==> config.mk <==
export PLATFORM = sky130hd
export DESIGN_NAME = arpc_cfg
export DESIGN_NICKNAME = d
export VERILOG_FILES = /design/src/sv/arpc_pkg.sv /design/src/sv/arpc_cfg.sv
export SDC_FILE = /design/constraint.sdc
export NUM_CORES = 1
export LEC_CHECK = 0
export BUFFER_PORTS_ARGS = -buffer_cell sky130_fd_sc_hd__buf_4
export CORE_ASPECT_RATIO = 1.25
export CORE_MARGIN = 2
export CORE_UTILIZATION = 39
export CTS_BUF_LIST = sky130_fd_sc_hd__clkbuf_16
export CTS_CLUSTER_DIAMETER = 100
export DETAILED_ROUTE_END_ITERATION = 16
export GPL_ROUTABILITY_DRIVEN = 0
export PLACE_DENSITY = 0.76
export SLEW_MARGIN = 10
export SYNTH_ARGS = -nofsm -noshare
export SYNTH_HDL_FRONTEND = slang
export SYNTH_SLANG_ARGS = --single-unit
export TNS_END_PERCENT = 100
==> constraint.sdc <==
create_clock -name clk -period 1.1 [get_ports clk]
set_input_delay 0.055 -clock clk [delete_from_list [all_inputs] [get_ports clk]]
set_output_delay 0.055 -clock clk [all_outputs]
set_load 0.02 [all_outputs]
==> src/sv/arpc_pkg.sv <==
`timescale 1ns / 1ps
// Shared constants and types of the ARP responder with address cache.
package arpc_pkg;

    localparam int unsigned CACHE_DEPTH_DEF = 128;

    localparam int unsigned IP_W    = 32;
    localparam int unsigned MAC_W   = 48;
    localparam int unsigned ENTRY_W = IP_W + MAC_W;
    localparam int unsigned PADDR_W = 4;
    localparam int unsigned PDATA_W = 64;

    localparam logic [PADDR_W-1:0] REG_OWN_IP  = 4'h0;
    localparam logic [PADDR_W-1:0] REG_OWN_MAC = 4'h8;

    localparam logic ACT_MESSAGE = 1'b0;
    localparam logic ACT_RESOLVE = 1'b1;

    localparam logic [15:0] ARP_MIN_LEN = 16'd28;
    localparam logic [15:0] HTYPE_ETHER = 16'h0001;
    localparam logic [15:0] PTYPE_IPV4  = 16'h0800;
    localparam logic [7:0]  HLEN_ETHER  = 8'd6;
    localparam logic [7:0]  PLEN_IPV4   = 8'd4;
    localparam logic [15:0] OPC_REQUEST = 16'd1;
    localparam logic [15:0] OPC_REPLY   = 16'd2;

    localparam logic [IP_W-1:0]  IP_BCAST = {IP_W{1'b1}};
    localparam logic [MAC_W-1:0] MAC_ONES = {MAC_W{1'b1}};

    typedef enum logic [1:0] {
        KIND_NONE    = 2'd0,
        KIND_REPLY   = 2'd1,
        KIND_REQUEST = 2'd2
    } send_kind_t;

    typedef struct packed {
        logic [IP_W-1:0]  own_ip;
        logic [MAC_W-1:0] own_mac;
    } cfg_t;

endpackage

==> src/sv/arpc_cfg.sv <==
`timescale 1ns / 1ps
// APB register block holding the station's own IP and MAC addresses.
module arpc_cfg (
    input  logic                         clk,
    input  logic                         rst_n,
    input  logic                         psel,
    input  logic                         penable,
    input  logic                         pwrite,
    input  logic [arpc_pkg::PADDR_W-1:0] paddr,
    input  logic [arpc_pkg::PDATA_W-1:0] pwdata,
    output logic [arpc_pkg::PDATA_W-1:0] prdata,
    output logic                         pready,
    output arpc_pkg::cfg_t               cfg
);

    logic [arpc_pkg::IP_W-1:0]  own_ip_reg;
    logic [arpc_pkg::MAC_W-1:0] own_mac_reg;
    logic                       wr_en;

    assign pready = 1'b1;
    assign wr_en  = psel && penable && pwrite && pready;

    always_ff @(posedge clk or negedge rst_n)
    begin
        if (!rst_n)
        begin
            own_ip_reg  <= '0;
            own_mac_reg <= '0;
        end
        else if (wr_en)
        begin
            if (paddr == arpc_pkg::REG_OWN_IP)
            begin
                own_ip_reg <= pwdata[arpc_pkg::IP_W-1:0];
            end
            if (paddr == arpc_pkg::REG_OWN_MAC)
            begin
                own_mac_reg <= pwdata[arpc_pkg::MAC_W-1:0];
            end
        end
    end

    always_comb
    begin
        prdata = '0;
        if (paddr == arpc_pkg::REG_OWN_IP)
        begin
            prdata = arpc_pkg::PDATA_W'(own_ip_reg);
        end
        else if (paddr == arpc_pkg::REG_OWN_MAC)
        begin
            prdata = arpc_pkg::PDATA_W'(own_mac_reg);
        end
    end

    assign cfg.own_ip  = own_ip_reg;
    assign cfg.own_mac = own_mac_reg;

endmodule

Yosys cells after proc, flatten, opt, wreduce, memory -nomap -nowiden

Cells that the tools add are included.

Output and inout port bits: 145
Input port bits: 73
Register bits after elaboration: 80
Logic and storage cells: 10

Reductions and logical operators: 5
Equality and inequality tests: 1
Muxes and demuxes: 2

Operators with widths:

| operator           | number |
|---|---|
| $mux 48            | 2 |
| $eq 4x4->1 const B | 1 |
| $logic_not 4->1    | 1 |
| $reduce_and 2->1   | 2 |
| $logic_and 1x1->1  | 2 |

Logic depth before layout (Yosys ltp)

Gate-level depths: netlist of run 1.

Depth after elaboration: 3
Gate-level depth with buffers: 5
Depth with buffers taken out: 3

Least setup slack after synthesis of run 1

Ideal clock, no wire load.

Kind: input port to flip-flop
Start: input paddr[1] in the netlist's numbering
End: register own_mac_reg[27] in the netlist's numbering
Data required time: 975 ps
Path slack: -260 ps
Data arrival time: 1235 ps
Cell stages on the path: 5
Path buffers: 2
Cell sequence: nor4b_4 > and4_1 > buf_4 > buf_6 > mux2_2

Longest elaborated chain between the ends: 2

RTL lines:

| what                       | line           | text |
|---|---|---|
| start: declaration         | arpc_cfg.sv:9  | `input logic [arpc_pkg::PADDR_W-1:0] paddr,` |
| $eq 4x4->1                 | arpc_cfg.sv:36 | `if (paddr == arpc_pkg::REG_OWN_MAC)` |
| $reduce_and 2->1 (no line) | n/a            |  |
| end signal: assignment     | arpc_cfg.sv:38 | `own_mac_reg <= pwdata[arpc_pkg::MAC_W-1:0];` |
| end: declaration           | arpc_cfg.sv:17 | `logic [arpc_pkg::MAC_W-1:0] own_mac_reg;` |

Every way passes these cells.
A chain may end at the register's enable or synchronous reset.

Worst setup path after layout of run 1

Start: input paddr[0] in the netlist's numbering
End: register own_mac_reg[26] in the netlist's numbering

The elaborated chain is that of the path after synthesis.

==> flow_summary.json, run 1 <==
{
  "status": "finished with violations",
  "failed_checks": "negative setup slack",
  "postRouteWirelength_um": 12000,
  "die_h_um": 111,
  "r2r_slack_ps": 200,
  "end_kind": "flip-flop",
  "drtIter0Drc": 102,
  "drc": 0,
  "slew_violations": 0,
  "startpoint_type": "primary input",
  "die_w_um": 89.8,
  "largest_register_ffs": 48,
  "io_pins": 218,
  "ant_nets": 0,
  "worstSetupPathType": "in2reg",
  "wl_per_cell_um": 19.1,
  "initial_core_util": 0.398,
  "clockBufferDepth": 2,
  "placedCellCount": 545,
  "power_density_mw_per_mm2": 1350,
  "postPlaceCellArea_mm2": 0.00520,
  "design_area_mm2": 0.00667,
  "cts_tree": "yes",
  "ys_top_cells_by_area": "dfrtp_1 (56%), mux2_2 (13%), mux2_1 (12%)",
  "firstDrtPassIters": 4,
  "total_leakage_power_nw": 3.36,
  "crit_arrival_ps": 1460,
  "area_delta_synth_final_pct": 85.8,
  "timing.fmax_mhz": 802,
  "fp-row-count": 39,
  "grt_usage": 0.214,
  "regToRegEndpoint": "own_mac_reg[1]",
  "grt_pass1_vias": 3185,
  "gr-total-overflow": 0,
  "portBuffers": 184,
  "drive_above_1_share": 0.620,
  "cp_max_fo": 5,
  "clock_sinks": 80,
  "fill_cells": 568,
  "hold-worst-slack_ps": 239,
  "fin_crit_ps": 1250,
  "cts_max_level": 3,
  "cap_violations": 0,
  "antenna_found_initial": 0,
  "finalWorstSetupSlack_ps": -147,
  "synthCells": 248,
  "synth_top_area_frac": 0.557,
  "peakVddDrop_mv": 1.01,
  "fin_cells": 626,
  "grt_pass1_wl_um": 17000,
  "hp-class": "in2async",
  "syn_area_mm2": 0.00359,
  "final_cell_mix": "buf_4 (147), dfrtp_1 (80), mux2_4 (79)",
  "required_ps": 1310,
  "core_mm2": 0.00903,
  "hpwlAfterDp_um": 6570,
  "fin_setup_tns_ps": -10890,
  "diodes": 0,
  "finalSetupViolCount": 124,
  "synth-seq-cells": 80,
  "worstSetupStartpoint": "paddr[0]",
  "cts_buffers": 9,
  "period_share": 1.13,
  "cts-root-buf": "clkbuf_16",
  "clock_latency_ps": 330,
  "rsz0062_at_grt": "yes",
  "synth_top_area_cell": "dfrtp_1",
  "route.vias.total": 3055,
  "postSynthAreaPerCell_um2": 14.5,
  "synth_cell_types": 13,
  "r2r-start": "own_mac_reg[1]",
  "seq_area_frac_synth": 0.557,
  "hold_violations": 0,
  "yosys_warnings": 0,
  "die_area_mm2": 0.0100,
  "layout_commonest_cell": "buf_4",
  "viasPerCell": 4.88,
  "clock_skew_ps": 0,
  "grt_max_degree": 49,
  "ff2ff_path_depth": 2,
  "fin_nets": 572,
  "clk_pin_slew_ps": 50
}
-- per-stage QoR --
| stage | setup slack [ps] | utilization | power, mW |
|---|---|---|---|
| 4_1_cts | -108 | 0.697 | 8.86 |
| 6_report | -147 | 0.739 | 8.99 |
| 5_1_grt | -186 | 0.739 | 9.34 |
| 3_5_place_dp | -416 | 0.576 | 5.80 |
| 2_1_floorplan | -231 | - | 4.76 |
| 3_3_place_gp | -367 | 0.576 | 5.74 |
-- repair_timing --
item                                    CTS  global route
pin swaps                                 0            10
gates cloned                              2            10
endpoints found under the setup margin   90           126
gates resized for setup                  56            54
endpoints found under the hold margin   160             0
setup buffers                             6             1
hold buffers                             49             0
-- cell type report --
type / instances / area, um^2 / area share
multi-input cells: 149 / 1720 / 0.258
clock inverters: 6 / 52.6 / 0.00788
flip-flops and latches: 80 / 2000 / 0.300
clock buffers: 9 / 225 / 0.0338
well taps: 123 / 154 / 0.0231
repair buffers: 259 / 2520 / 0.377
-- cells by family after synthesis --
group | synth area share
AOI/OAI and AO/OA | 0.0780
muxes | 0.251
buffers and inverters | 0.0662
DFF | 0.557
and+or+nand+nor | 0.0453
other | 0.00209
-- report_power, final --
part           switching [mW]  internal, mW  leakage (nW)
Sequential              0.368          3.34          1.06
Combinational            1.11          1.36          2.15
Clock                    1.10          1.71         0.144
Total                    2.57          6.42          3.36
-- per-layer routing --
| layer | part of all wire | global-route usage | wire [um] | vias to the layer above |
|---|---|---|---|---|
| li1 | - | - | - | 1367 |
| met3 | 0.051 | 0.0564 | 614 | 14 |
| met2 | 0.53 | 0.390 | 6360 | 137 |
| met1 | 0.40 | 0.242 | 4790 | 1537 |
| met5 | 0 | 0 | 0 | - |
| met4 | 0.017 | 0.0718 | 199 | 0 |
-- cell usage after synthesis --
cell      count
dfrtp_1      80
mux2_2       41
mux2_1       39
a22o_1       32
buf_4        18
and2_1       16
clkbuf_1      7
buf_6         5
buf_2         4
and4_1        2
conb_1        2
nor4_4        1
nor4b_4       1
-- worst max path at each step --
stage | cells after the start | to | slack (ps)
global route | 6 | prdata[45] | -190
finish | 6 | own_mac_reg[26] | -150
floorplan | 5 | own_mac_reg[27] | -230
detailed placement | 5 | own_mac_reg[9] | -420
global placement | 5 | own_mac_reg[47] | -370
CTS | 6 | prdata[25] | -110
-- worst max-delay path, cell delays in order --
cell and delay, ps:
buf_8 110, nor4b_4 330, and4_4 340, buf_6 160
clkbuf_16 160, mux2_4 300
(Power assumes the default switching activity.)
==> run 2: changes to the inputs <==
CELL_PAD_IN_SITES_DETAIL_PLACEMENT = 0   (was default)
CELL_PAD_IN_SITES_GLOBAL_PLACEMENT = 1   (was default)
CORE_UTILIZATION = 29   (was 39)
PLACE_DENSITY = default   (was 0.76)
PLACE_DENSITY_LB_ADDON = 0.1   (was default)
TNS_END_PERCENT = default   (was 100)
==> flow_summary.json, run 2 (synthesized netlist as in run 1, its figures left out) <==
{
  "status": "finished with violations",
  "failed_checks": "negative setup slack",
  "hold_violations": 0,
  "drc": 0,
  "cap_violations": 0,
  "portBuffers": 184,
  "r2r-start": "own_ip_reg[10]",
  "required_ps": 1310,
  "die_area_mm2": 0.0133,
  "crit_arrival_ps": 1450,
  "finalWorstSetupSlack_ps": -136,
  "ant_nets": 0,
  "die_w_um": 104,
  "fin_nets": 578,
  "drtIter0Drc": 63,
  "firstDrtPassIters": 4,
  "cts_max_level": 3,
  "timing.fmax_mhz": 809,
  "clock_latency_ps": 320,
  "initial_core_util": 0.297,
  "clk_pin_slew_ps": 60,
  "io_pins": 218,
  "grt_max_degree": 81,
  "total_leakage_power_nw": 3.38,
  "dp_slack_ps": -485,
  "power_density_mw_per_mm2": 1300,
  "core_mm2": 0.0121,
  "hold-worst-slack_ps": 305,
  "rsz0062_at_grt": "yes",
  "route.vias.total": 3038,
  "startpoint_type": "primary input",
  "design_area_mm2": 0.00682,
  "layout_commonest_cell": "buf_4",
  "cp_max_fo": 13,
  "cts_buffers": 9,
  "viasPerCell": 4.51,
  "hp-class": "in2async",
  "diodes": 0,
  "wl_per_cell_um": 18.6,
  "drive_above_1_share": 0.647,
  "clockBufferDepth": 2,
  "hpwlAfterDp_um": 6800,
  "gr-total-overflow": 0,
  "worstSetupPathType": "in2reg",
  "die_h_um": 128,
  "period_share": 1.12,
  "postPlaceCellArea_mm2": 0.00525,
  "grt_pass1_wl_um": 18500,
  "peakVddDrop_mv": 0.637,
  "postRouteWirelength_um": 12500,
  "final_cell_mix": "buf_4 (136), dfrtp_1 (80), mux2_4 (64)",
  "fin_crit_ps": 1240,
  "cts_tree": "yes",
  "clock_sinks": 80,
  "fin_util": 0.563,
  "finalSetupViolCount": 121,
  "fp-row-count": 45,
  "grt_pass1_vias": 3159,
  "area_delta_synth_final_pct": 89.8,
  "clock_skew_ps": 0,
  "slew_violations": 0,
  "grt_usage": 0.177,
  "end_kind": "flip-flop",
  "worstSetupStartpoint": "paddr[0]",
  "power_mw": 8.87,
  "antenna_found_initial": 0,
  "largest_register_ffs": 48,
  "cts-root-buf": "clkbuf_16"
}
## run 2: worst paths after layout
check / end / slack [ps] / cells past startpoint
hold / removal: own_ip_reg[29] / 310 / 3
setup reg to reg: own_ip_reg[10] / 220 / 2
setup / recovery: own_mac_reg[23] / -140 / 6
hold reg to reg: own_mac_reg[3] / 540 / 1
min in group clk: own_ip_reg[3] / 400 / 4
max in group asynchronous: own_ip_reg[7] / 460 / 3
## run 2: where the power goes
part           internal, mW  total, mW  leakage [nW]  switching [mW]
logic                  1.38       2.48          2.19            1.11
registers              3.34       3.69          1.06           0.350
clock network          1.50       2.70         0.126            1.20
## run 2: worst max-delay path, cell delays in order
cell,delay [ps]
buf_8,100
nor4b_4,280
buf_6,170
and4_4,300
buf_12,180
mux2_2,340
## run 2: layout make-up
cell class                      instances  area, um^2
Fill cell                            1016        5290
Timing Repair Buffer                  265        2650
Sequential cell                        80        2000
Multi-Input combinational cell        149        1690
Clock buffer                            9         225
Tap cell                              164         205
Clock inverter                          7        40.0
## run 2: what timing repair did
item / in CTS / in global routing
resized for setup: 112 / 18
endpoints found under the hold margin: 160 / 0
buffers inserted: 15 / 0
gates cloned: 7 / 5
pin swaps: 19 / 29
hold buffers: 49 / 0
endpoints found under the setup margin: 127 / 128
## run 2: through the flow
stage / TNS (ps) / instances
3_5_place_dp: -47270 / 587
2_1_floorplan: -17780 / 263
6_report: -10110 / 674
4_1_cts: -8950 / 674
5_1_grt: -16160 / 674
3_3_place_gp: -43680 / 587
## run 2: layer usage
metal  GRT usage  part of all wire
met1       0.234              0.44
met2       0.287              0.49
met3      0.0461             0.058
met4      0.0588            0.0077
met5           0                 0
