--- config.mk ---
export PLATFORM = sky130hd
export DESIGN_NAME = arpc_ram
export DESIGN_NICKNAME = d
export VERILOG_FILES = /design/src/sv/arpc_ram.sv
export SDC_FILE = /design/constraint.sdc
export NUM_CORES = 1
export LEC_CHECK = 0
export BUFFER_PORTS_ARGS = -buffer_cell sky130_fd_sc_hd__buf_4
export CAP_MARGIN = 20
export CORE_MARGIN = 2
export CORE_UTILIZATION = 48
export CTS_BUF_LIST = sky130_fd_sc_hd__clkbuf_8
export CTS_CLUSTER_DIAMETER = 150
export DETAILED_ROUTE_END_ITERATION = 10
export PLACE_DENSITY = 0.74
export SYNTH_ARGS = -nofsm -noshare
export SYNTH_HDL_FRONTEND = slang
export SYNTH_SLANG_ARGS = --single-unit
--- constraint.sdc ---
create_clock -name clk -period 3 [get_ports clk]
set_clock_uncertainty 0.15 [all_clocks]
set_input_delay 0.45 -clock clk [delete_from_list [all_inputs] [get_ports clk]]
set_output_delay 0.45 -clock clk [all_outputs]
set_load 0.05 [all_outputs]
--- src/sv/arpc_ram.sv ---
`timescale 1ns / 1ps
// Generic single-write, single-read RAM with registered read data.
module arpc_ram #(
    parameter  int unsigned WIDTH = 8,
    parameter  int unsigned DEPTH = 2,
    localparam int unsigned AW    = $clog2(DEPTH)
) (
    input  logic             clk,
    input  logic             we,
    input  logic [AW-1:0]    waddr,
    input  logic [WIDTH-1:0] wdata,
    input  logic             re,
    input  logic [AW-1:0]    raddr,
    output logic [WIDTH-1:0] rdata
);

    logic [WIDTH-1:0] mem [DEPTH];
    logic [WIDTH-1:0] rdata_reg;

    always_ff @(posedge clk)
    begin
        if (we)
        begin
            mem[waddr] <= wdata;
        end
        if (re)
        begin
            rdata_reg <= mem[raddr];
        end
    end

    assign rdata = rdata_reg;

endmodule

Yosys cells after proc, flatten, opt, wreduce, memory -nomap -nowiden
Memory sizes are Yosys's and may differ from the RTL's. A register that Yosys moved wholly into a read port is not among the register bits. Index checks and enable logic that the tools add are counted.

Memories: 1. Bits in registers: 0. Bits of input ports: 13. Bits in writable memories: 16. Output and inout port bits: 8. Word-level logic and storage cells: 3.

Memories: mem (words 2, bits a word 8, read ports 1, clocked after memory_dff 1, write ports 1, line 17) `logic [WIDTH-1:0] mem [DEPTH];`.

Mux-type cells: 2.

Operators by type and width (count): $mux W1 (2).

Logic depth before layout (Yosys ltp)
Gate-level depths: netlist (run 1).

Depth after elaboration: 2. Depth in mapped cells: 2. Mapped depth without buffers: 1.

Least setup slack after synthesis (run 1)
OpenSTA, ideal clock, no wires.

Path type: input to register. Start: input we. End: memory mem[0][0] (enable). Slack: 1.607 ns. Data required time: 2.477 ns. Buffers on the path: 0. Arrival time: 0.870 ns. Setup time: 0.373 ns. Cell stages on the path: 1. Cells stage by stage: nor2b_1.

Word-level cells in the longest chain between the ends: 2.

Ends and longest elaborated chain: start: declaration (line 9) `input logic we,`; $mux W1 (line 22) `if (we)`; $mux W1 (not written as such) (line 24) `mem[waddr] <= wdata;`; end: declaration (line 17).

No other way between the ends.

Final worst setup path (run 1)
Start: register rdata_reg[3], in the netlist rdata[3], read port of mem. End: output rdata[3].

RTL lines: start: declaration (line 18) `logic [WIDTH-1:0] rdata_reg;`; end: declaration (line 14) `output logic [WIDTH-1:0] rdata`.

No word-level cell between the ends.

==> flow_metrics.tcl, run 1 <==
set metrics [dict create \
    timing.critical_path.to_type "primary output" \
    cts.sink_count 24 \
    antenna_violating_nets_post_route 0 \
    worst_hold_path.num_cells 1 \
    final_nets 72 \
    mostFrequentLayoutCells "sky130_fd_sc_hd__edfxtp_1 (24), sky130_fd_sc_hd__buf_4 (20), sky130_fd_sc_hd__mux2_4 (8)" \
    tritoncts "built" \
    max-slew-margin-rel_pct 53.4 \
    netlist_instances 35 \
    fmax_mhz 708 \
    netlist_top_cells_area "sky130_fd_sc_hd__edfxtp_1 (83%), sky130_fd_sc_hd__mux2_4 (14%), sky130_fd_sc_hd__buf_6 (1.3%), sky130_fd_sc_hd__and2_1 (0.72%), sky130_fd_sc_hd__nor2b_1 (0.72%)" \
    effective_utilization_at_floorplan_pct 50.6 \
    worstSetupPathType "flop to primary output" \
    period_needed_ns 1.41 \
    area_growth_pct 24.5 \
    fin_tns_setup_ns 0 \
    clk_root_buf "sky130_fd_sc_hd__clkbuf_8" \
    timing.hold.worst.class "primary input to flop" \
    die-area_um2 2160 \
    cts.hold.buffers_added 0 \
    die-height_um 46.4 \
    dieWidth_um 46.4 \
    static_leakage_nw 0.417 \
    detail_route.wirelength_um 939 \
    detail_route.first_pass.iterations 2 \
    antenna_found_initial 0 \
    grt_max_degree 13 \
    regToRegStartpoint "mem[0][4]$_DFFE_PP_" \
    ys_ff_latch 24 \
    syn-cell-area_um2 865 \
    detailroute.via_count 364 \
    synth_seq_area_share_pct 83.4 \
    largest_vdd_supply_drop_mv 0.342 \
    worst-path-max-fanout 1 \
    final-max-slew-violation-count 0 \
    worst-path-buf-inv 1 \
    routedWlPerCell_um 11.5 \
    critical-path-top-delay-family "flip-flops" \
    synth.largest_area_cell "sky130_fd_sc_hd__edfxtp_1" \
    netlist.area_leader.share_pct 83.4 \
    drv_cap 0 \
    core.rowCount 15 \
    core_area_um2 1710 \
    grt_first_pass_wirelength_um 1390 \
    first_global_vias 331 \
    post_cts_resize_count 0 \
    postSynthAreaPerCell_um2 24.7 \
    clkTransAtPathRegs_ns 0.07 \
    timing.final.setup_violations 0 \
    crit_chain "buf_4" \
    cp.arrival_ns 0.81 \
    r2r_endpoint "rdata[4]$_DFFE_PP_" \
    placement.io_buffers 20 \
    cts-htree-levels 1 \
    critical_path.startpoint_type "flop" \
    grtUsageTotal_pct 10.2 \
    tightestPinTransition_ns 0.698 \
    layout.cells.most_common "sky130_fd_sc_hd__edfxtp_1" \
    grt-ovfl-total 0 \
    clock_tree.buffer_depth 2 \
    power-per-cell-area_nw_per_um2 608 \
    globalplace.congestion 0.638 \
    diodes 0 \
    drive_gt1_share_pct 54.4 \
    route.detailed.drc 0 \
    finalPower_mw 0.654 \
    clk_latency_ns 0.25 \
    outcome "complete, no violations" \
    worst_path_largest_cell_delay_ns 0.36 \
    cts_inserted_buffers 3 \
    critPathSlowestCell "sky130_fd_sc_hd__edfxtp_1" \
    finish.utilization_pct 63.0 \
    pin_count 21 \
    hp-start "wdata[7]" \
    worst-r2r-cell-count 1 \
    final_hold_violating_endpoints 0 \
    cp_data_required_time_ns 2.40 \
    synth.distinct_cells 5 \
    rsz0062_at_grt "no" \
    postCtsSetupRepairBufs 0 \
    yosys_warnings 0 \
    largest_register_ff_count 16 \
    synth_fp_nets 48 \
    worst-r2r-setup-slack_ns 1.94 \
    drt-initial-drc-count 4 \
    hold_end "mem[1][7]$_DFFE_PP_" \
    avgViaCountPerCell 4.44 \
    finalCritPeriodShare_pct 47.1 \
]
==> Yosys cell counts (all sizes together) <==
library cell   n
and2           1
buf            1
edfxtp        24
mux2           8
nor2b          1
==> kinds of logic after synthesis <==
logic type,Yosys count,share of synthesized area (%)
buffers and inverters,1,1.30
DFF,24,83.4
muxes,8,13.9
and+or+nand+nor,2,1.45
==> cell type report <==
cell class                 instances  area (µm²)
tap                               25        31.3
sequential                        24         721
timing repair buffer              20         150
fill                             111         632
clock buffer                       3        41.3
multi-input combinational         10         133
==> worst max-delay path by stage <==
stage | cells past startpoint | to | from | slack, ns
final | 1 | rdata[3] | rdata[3]$_DFFE_PP_ | 1.59
after global routing | 1 | rdata[6] | rdata[6]$_DFFE_PP_ | 1.55
after CTS | 1 | rdata[3] | rdata[3]$_DFFE_PP_ | 1.57
after detailed placement | 2 | mem[0][0]$_DFFE_PP_ | waddr | 1.36
after global placement | 2 | mem[0][2]$_DFFE_PP_ | waddr | 1.40
after floorplan | 1 | mem[0][0]$_DFFE_PP_ | we | 1.61
==> per-stage QoR <==
step           setup WS, ns  cell area [µm²]  cells  hold slack, ns
3_5_place_dp           1.36             1030     79           0.385
6_report               1.59             1080     82           0.227
2_1_floorplan          1.61              865     35           0.377
3_3_place_gp           1.40             1030     79           0.380
4_1_cts                1.57             1080     82           0.217
5_1_grt                1.55             1080     82           0.217
==> routing by layer <==
metal | share of wire [%] | routed length [µm] | GRT usage (%) | vias up
met2 | 52 | 490 | 16.4 | 16
li1 | - | - | - | 180
met3 | 6.5 | 61 | 2.35 | 2
met5 | 0 | 0 | 0 | -
met1 | 40 | 380 | 11.2 | 166
met4 | 0.64 | 6 | 8.57 | 0
==> report_power, final <==
part,switching [mW],internal (mW),leakage (nW)
clock,0.0847,0.0893,0.0216
sequential,0.00547,0.396,0.228
combinational,0.0441,0.0345,0.167
(Power assumes the default switching activity.)
==> run 2: changes to the inputs <==
--- a/config.mk
+++ b/config.mk
@@ -5,6 +5,7 @@
 export SDC_FILE = /design/constraint.sdc
 export NUM_CORES = 1
 export LEC_CHECK = 0
+export ABC_AREA = 1
 export BUFFER_PORTS_ARGS = -buffer_cell sky130_fd_sc_hd__buf_4
 export CAP_MARGIN = 20
 export CORE_MARGIN = 2
==> constraint.sdc (replaced) <==
create_clock -name clk -period 1.3 [get_ports clk]
set_clock_uncertainty 0.15 [all_clocks]
set_input_delay 0.195 -clock clk [delete_from_list [all_inputs] [get_ports clk]]
set_output_delay 0.195 -clock clk [all_outputs]
set_load 0.05 [all_outputs]
==> run 2 against run 1 <==
First-iteration DRC count fell by 50%. Non-clock buffer count grew 9. Sequential share of layout area decreased by 3.4 points. Clock-buffer cell count is the same. Hold slack worse by 0.17 ns. Critical path depth stayed put. Design area rose by 5.3%. Synthesized area fell by 2.7%. Largest power group unchanged. Combinational power is 140% higher. Clock power up 140%. Sequential power increased by 130%. Register-to-register slack lost 1.5 ns.
==> flow_metrics.tcl, run 2 <==
set metrics [dict create \
    rsz0062_at_grt "no" \
    cp_data_required_time_ns 0.95 \
    power-per-cell-area_nw_per_um2 1350 \
    max-slew-margin-rel_pct 80.9 \
    critical-path-top-delay-family "flip-flops" \
    final-max-slew-violation-count 0 \
    post_synth_most_frequent_cells "sky130_fd_sc_hd__nand2_1 (25), sky130_fd_sc_hd__edfxtp_1 (24), sky130_fd_sc_hd__inv_1 (2)" \
    worst-r2r-cell-count 2 \
    tightestPinTransition_ns 0.287 \
    postSynthAreaPerCell_um2 15.6 \
    worst-path-buf-inv 1 \
    netlist_top_cells_area "sky130_fd_sc_hd__edfxtp_1 (86%), sky130_fd_sc_hd__nand2_1 (11%), sky130_fd_sc_hd__buf_6 (1.3%), sky130_fd_sc_hd__inv_1 (0.89%), sky130_fd_sc_hd__inv_2 (0.45%)" \
    synth_seq_area_share_pct 85.7 \
    finalCritPeriodShare_pct 89.2 \
    grt-ovfl-total 0 \
    period_needed_ns 1.16 \
    antenna_found_initial 0 \
    cts.sink_count 24 \
    critPathCapture "rdata[6]" \
    yosys_warnings 0 \
    layout.cells.most_common "sky130_fd_sc_hd__nand2_1" \
    fin_tns_setup_ns 0 \
    detail_route.wirelength_um 1060 \
    drv_cap 0 \
    post_cts_resize_count 0 \
    detailroute.via_count 468 \
    diodes 0 \
    tritoncts "built" \
    synth_fp_nets 67 \
    dieWidth_um 45.9 \
    clk_latency_ns 0.26 \
    netlist.area_leader.share_pct 85.7 \
    mostFrequentLayoutCells "sky130_fd_sc_hd__nand2_1 (25), sky130_fd_sc_hd__edfxtp_1 (24), sky130_fd_sc_hd__buf_4 (21)" \
    finish.utilization_pct 67.1 \
    postSynth.asyncResetShare_pct 0 \
    clk_root_buf "sky130_fd_sc_hd__clkbuf_8" \
    antenna_violating_nets_post_route 0 \
    synth_enable_flop_cells 24 \
    timing.critical_path.to_type "primary output" \
    clkTransAtPathRegs_ns 0.08 \
    grt.met2_usage_pct 18.6 \
    cts-htree-levels 1 \
    synth.largest_area_cell "sky130_fd_sc_hd__edfxtp_1" \
    cts_inserted_buffers 3 \
    die-height_um 45.9 \
    largest_register_ff_count 16 \
    routedWlPerCell_um 10.3 \
    cp.arrival_ns 0.82 \
    effective_utilization_at_floorplan_pct 49.8 \
    ys_ff_latch 24 \
    timing.final.setup_violations 0 \
    area_growth_pct 34.8 \
    layout.area.seq_um2 721 \
    multi_input_comb_area_um2 97.6 \
    final_hold_violating_endpoints 0 \
    regToRegStartpoint "mem[0][2]$_DFFE_PP_" \
    route.detailed.drc 0 \
    placed_cells_incl_taps 91 \
    worst-path-max-fanout 1 \
    fmax_mhz 862 \
    grtUsageTotal_pct 11.7 \
    fillCellCount 123 \
    outcome "complete, no violations" \
    detail_route.first_pass.iterations 3 \
    final_nets 100 \
    first_global_vias 422 \
    synth.distinct_cells 6 \
    largest_vdd_supply_drop_mv 0.874 \
    dominantRegCellSynth "sky130_fd_sc_hd__edfxtp_1" \
    number_of_logic_stages_on_the_critical_path_including_buffering 1 \
    worst-r2r-setup-slack_ns 0.40 \
    globalplace.congestion 0.637 \
    most_numerous_cell_in_the_yosys_netlist "sky130_fd_sc_hd__nand2_1" \
    core.rowCount 15 \
    drt-initial-drc-count 2 \
    postCtsSetupRepairBufs 0 \
    worstSetupPathType "flop to primary output" \
    pin_count 21 \
    cp-startpoint "rdata[6]$_DFFE_PP_" \
    grt_max_degree 14 \
    globalRouteMet3Util_pct 3.57 \
    final-instance-count-excl-fill 103 \
    netlist_instances 54 \
    drive_gt1_share_pct 29.1 \
    static_leakage_nw 0.480 \
    gr-max-usage-layer "met2" \
    critical_path.startpoint_type "flop" \
    timing.hold.worst.class "primary input to flop" \
    crit_chain "buf_4" \
    worst_path_largest_cell_delay_ns 0.36 \
    core_area_um2 1690 \
    placement.io_buffers 20 \
    die-area_um2 2100 \
    globalRouteMet1Util_pct 12.9 \
    syn-cell-area_um2 841 \
    grt_first_pass_wirelength_um 1640 \
    critPathSlowestCell "sky130_fd_sc_hd__edfxtp_1" \
    r2r_endpoint "rdata[2]$_DFFE_PP_" \
    clock_tree.buffer_depth 2 \
    finalPower_mw 1.53 \
    avgViaCountPerCell 4.54 \
]
[run 2: cell count changes in the layout (fill, tap and decap cells not counted), sizes merged, moves of 3 or more]
cell         before  now
nand2             0   25
dlygate4sd3       0    8
mux2              8    0
inv               0    3
[run 2: worst min-delay path by stage]
stage | start | end | slack [ns] | depth (start not counted)
2_1_floorplan | wdata[0] | mem[0][0]$_DFFE_PP_ | 0.14 | 0
3_3_place_gp | wdata[6] | mem[0][6]$_DFFE_PP_ | 0.23 | 1
3_5_place_dp | wdata[6] | mem[1][6]$_DFFE_PP_ | 0.23 | 1
4_1_cts | re | rdata[3]$_DFFE_PP_ | 0.06 | 1
5_1_grt | re | rdata[1]$_DFFE_PP_ | 0.05 | 1
6_report | re | rdata[6]$_DFFE_PP_ | 0.06 | 1
[run 2: kinds of logic (layout without fill, tap and decap cells)]
logic type             after synthesis  after routing  share of synthesized area, %
flip-flops                          24             24                          85.7
buffers and inverters                4             36                          2.68
AND/OR/NAND/NOR                     26             26                          11.6
[run 2: metal layers]
metal	vias up	wire [µm]
met5	-	0
met4	0	19
met3	2	42
met2	13	554
met1	206	447
li1	247	-
[run 2: layout make-up]
cell class	instances	share of cell area, %
timing repair buffer	29	21.0
clock inverter	1	0.331
multi-input combinational	26	8.61
sequential	24	63.6
clock buffer	3	3.64
inverter	3	0.993
tap	17	1.88
[run 2: what timing repair did]
| action | CTS | global route |
|---|---|---|
| endpoints found under the hold margin | 16 | 0 |
| hold buffers | 8 | 0 |
| endpoints found under the setup margin | 0 | 0 |
[run 2: power by group]
part / leakage [nW] / switching, mW / internal, mW
sequential: 0.230 / 0.0126 / 0.913
combinational: 0.227 / 0.112 / 0.0734
clock: 0.0231 / 0.208 / 0.210
total: 0.480 / 0.332 / 1.20
[run 2: through the flow]
step	cell area (µm²)	hold slack [ns]	setup slack (ns)
detailed placement	1010	0.233	0.253
CTS	1130	0.0561	0.130
global placement	1010	0.231	0.263
floorplan	841	0.144	0.195
finish	1130	0.0595	0.140
global route	1130	0.0495	0.102
==> run 3: changes to the inputs <==
--- a/config.mk
+++ b/config.mk
@@ -8,7 +8,6 @@
 export ABC_AREA = 1
 export BUFFER_PORTS_ARGS = -buffer_cell sky130_fd_sc_hd__buf_4
 export CAP_MARGIN = 20
-export CORE_MARGIN = 2
 export CORE_UTILIZATION = 48
 export CTS_BUF_LIST = sky130_fd_sc_hd__clkbuf_8
 export CTS_CLUSTER_DIAMETER = 150
==> run 3 against run 2 <==
Non-clock buffer count stayed put. Combinational power hardly changed. Critical path depth stayed put. Via count is 1.5% higher. Sequential power hardly changed. Die area is 8.5% lower. Worst setup slack worse by 0.0070 ns. Global-route usage is 3.3 points higher. Hold slack worse by 0.010 ns. Register-to-register slack hardly changed. Sequential share of layout area is 1.4 points lower. Clock power is 52% higher.
==> flow_metrics.tcl, run 3 (synthesis gave the netlist of run 2 again) <==
set metrics [dict create \
    critical-path-top-delay-family "flip-flops" \
    power-per-cell-area_nw_per_um2 1510 \
    globalplace.congestion 0.580 \
    diodes 0 \
    detailroute.via_count 475 \
    multi_input_comb_area_um2 97.6 \
    worstSetupPathType "flop to primary output" \
    fillCellCount 112 \
    clkTransAtPathRegs_ns 0.08 \
    avgViaCountPerCell 4.66 \
    final-instance-count-excl-fill 102 \
    finalCritPeriodShare_pct 89.8 \
    fin_tns_setup_ns 0 \
    pin_count 21 \
    final_nets 100 \
    fmax_mhz 857 \
    antenna_violating_nets_post_route 0 \
    core_area_um2 1580 \
    share_clk_of_total_power_pct 36.4 \
    outcome "complete, no violations" \
    detail_route.first_pass.iterations 6 \
    netSwitchingFraction_pct 20.1 \
    cts.hold.buffers_added 8 \
    clk_latency_ns 0.26 \
    drt-initial-drc-count 15 \
    clock_tree.buffer_depth 2 \
    postCtsSetupRepairBufs 0 \
    globalRouteMet3Util_pct 2.50 \
    post-place-ws_ns 0.258 \
    area_growth_pct 37.8 \
    grt_max_degree 15 \
    placement.io_buffers 20 \
    first_global_vias 467 \
    worst_path_largest_cell_delay_ns 0.36 \
    grt-ovfl-total 0 \
    globalRouteMet1Util_pct 16.5 \
    sequentialPowerShare_pct 53.0 \
    tightestPinTransition_ns 0.297 \
    period_needed_ns 1.17 \
    power_switching_mw 0.350 \
    drv_cap 0 \
    layout.cells.most_common "sky130_fd_sc_hd__nand2_1" \
    cp_data_required_time_ns 0.95 \
    finish.utilization_pct 73.5 \
    die-area_um2 1920 \
    cts-htree-levels 1 \
    cp.arrival_ns 0.82 \
    timing.final.setup_violations 0 \
    worst-path-max-fanout 1 \
    cts_inserted_buffers 3 \
    internal_power_mw 1.40 \
    detail_route.wirelength_um 1200 \
    layout.area.seq_um2 721 \
    rsz0062_at_grt "no" \
    clk_root_buf "sky130_fd_sc_hd__clkbuf_8" \
    largest_vdd_supply_drop_mv 0.987 \
    final-max-slew-violation-count 0 \
    placed_cells_incl_taps 90 \
    core.rowCount 14 \
    grtUsageTotal_pct 15.0 \
    max-slew-margin-rel_pct 80.2 \
    grt_first_pass_wirelength_um 1940 \
    antenna_found_initial 0 \
    post_cts_resize_count 0 \
    timing.critical_path.to_type "primary output" \
    critical_path.startpoint_type "flop" \
    effective_utilization_at_floorplan_pct 53.3 \
    crit_chain "buf_4" \
    routedWlPerCell_um 11.7 \
    gr-max-usage-layer "met2" \
    die-height_um 43.9 \
    static_leakage_nw 0.492 \
    final_hold_violating_endpoints 0 \
    comb_power_share_pct 10.6 \
    worst-path-buf-inv 1 \
    final_critical_path_setup_slack_ns 0.133 \
    largest_register_ff_count 16 \
    route.detailed.drc 0 \
    timing.hold.worst.class "primary input to flop" \
    drive_gt1_share_pct 30.2 \
    mostFrequentLayoutCells "sky130_fd_sc_hd__nand2_1 (25), sky130_fd_sc_hd__edfxtp_1 (24), sky130_fd_sc_hd__buf_4 (21)" \
    dieWidth_um 43.9 \
    critPathSlowestCell "sky130_fd_sc_hd__edfxtp_1" \
    cts.sink_count 24 \
    grt.met2_usage_pct 26.0 \
    tritoncts "built" \
]
==> run 3: layout make-up <==
class / count / share of cell area [%]
Inverter: 3 / 0.972
Sequential cell: 24 / 62.2
Clock buffer: 3 / 3.56
Timing Repair Buffer: 29 / 20.5
Tap cell: 16 / 1.73
Multi-Input combinational cell: 26 / 8.42
Clock inverter: 1 / 2.59
==> run 3: through the flow <==
step	cell area, µm²	hold WS, ns	total power, mW
after floorplan	841	0.144	1.04
after global placement	1010	0.231	1.11
after detailed placement	1010	0.234	1.11
after CTS	1160	0.0480	1.75
after global routing	1160	0.0428	1.81
final	1160	0.0492	1.75
==> run 3: power groups by stage <==
stage / registers [mW] / clock network [mW] / logic, mW
5_1_grt: 0.931 / 0.677 / 0.200
2_1_floorplan: 1.01 / 0 / 0.0356
4_1_cts: 0.927 / 0.639 / 0.186
6_report: 0.927 / 0.636 / 0.186
3_3_place_gp: 0.942 / 0 / 0.164
3_5_place_dp: 0.945 / 0 / 0.167
==> run 3: metal layers <==
metal | share of wire (%) | up-vias | wire length [µm]
met4 | 3.1 | 0 | 37
met3 | 3.3 | 4 | 39
li1 | - | 246 | -
met1 | 41 | 207 | 491
met2 | 52 | 18 | 627
met5 | 0 | - | 0
==> run 3: path summary, 6_finish.rpt <==
check	start	end	slack, ns	cells after the start
setup / recovery	rdata[1]$_DFFE_PP_	rdata[1]	0.13	1
hold / removal	re	rdata[0]$_DFFE_PP_	0.05	1
setup reg to reg	mem[1][2]$_DFFE_PP_	rdata[2]$_DFFE_PP_	0.39	2
hold reg to reg	mem[1][4]$_DFFE_PP_	rdata[4]$_DFFE_PP_	0.37	2
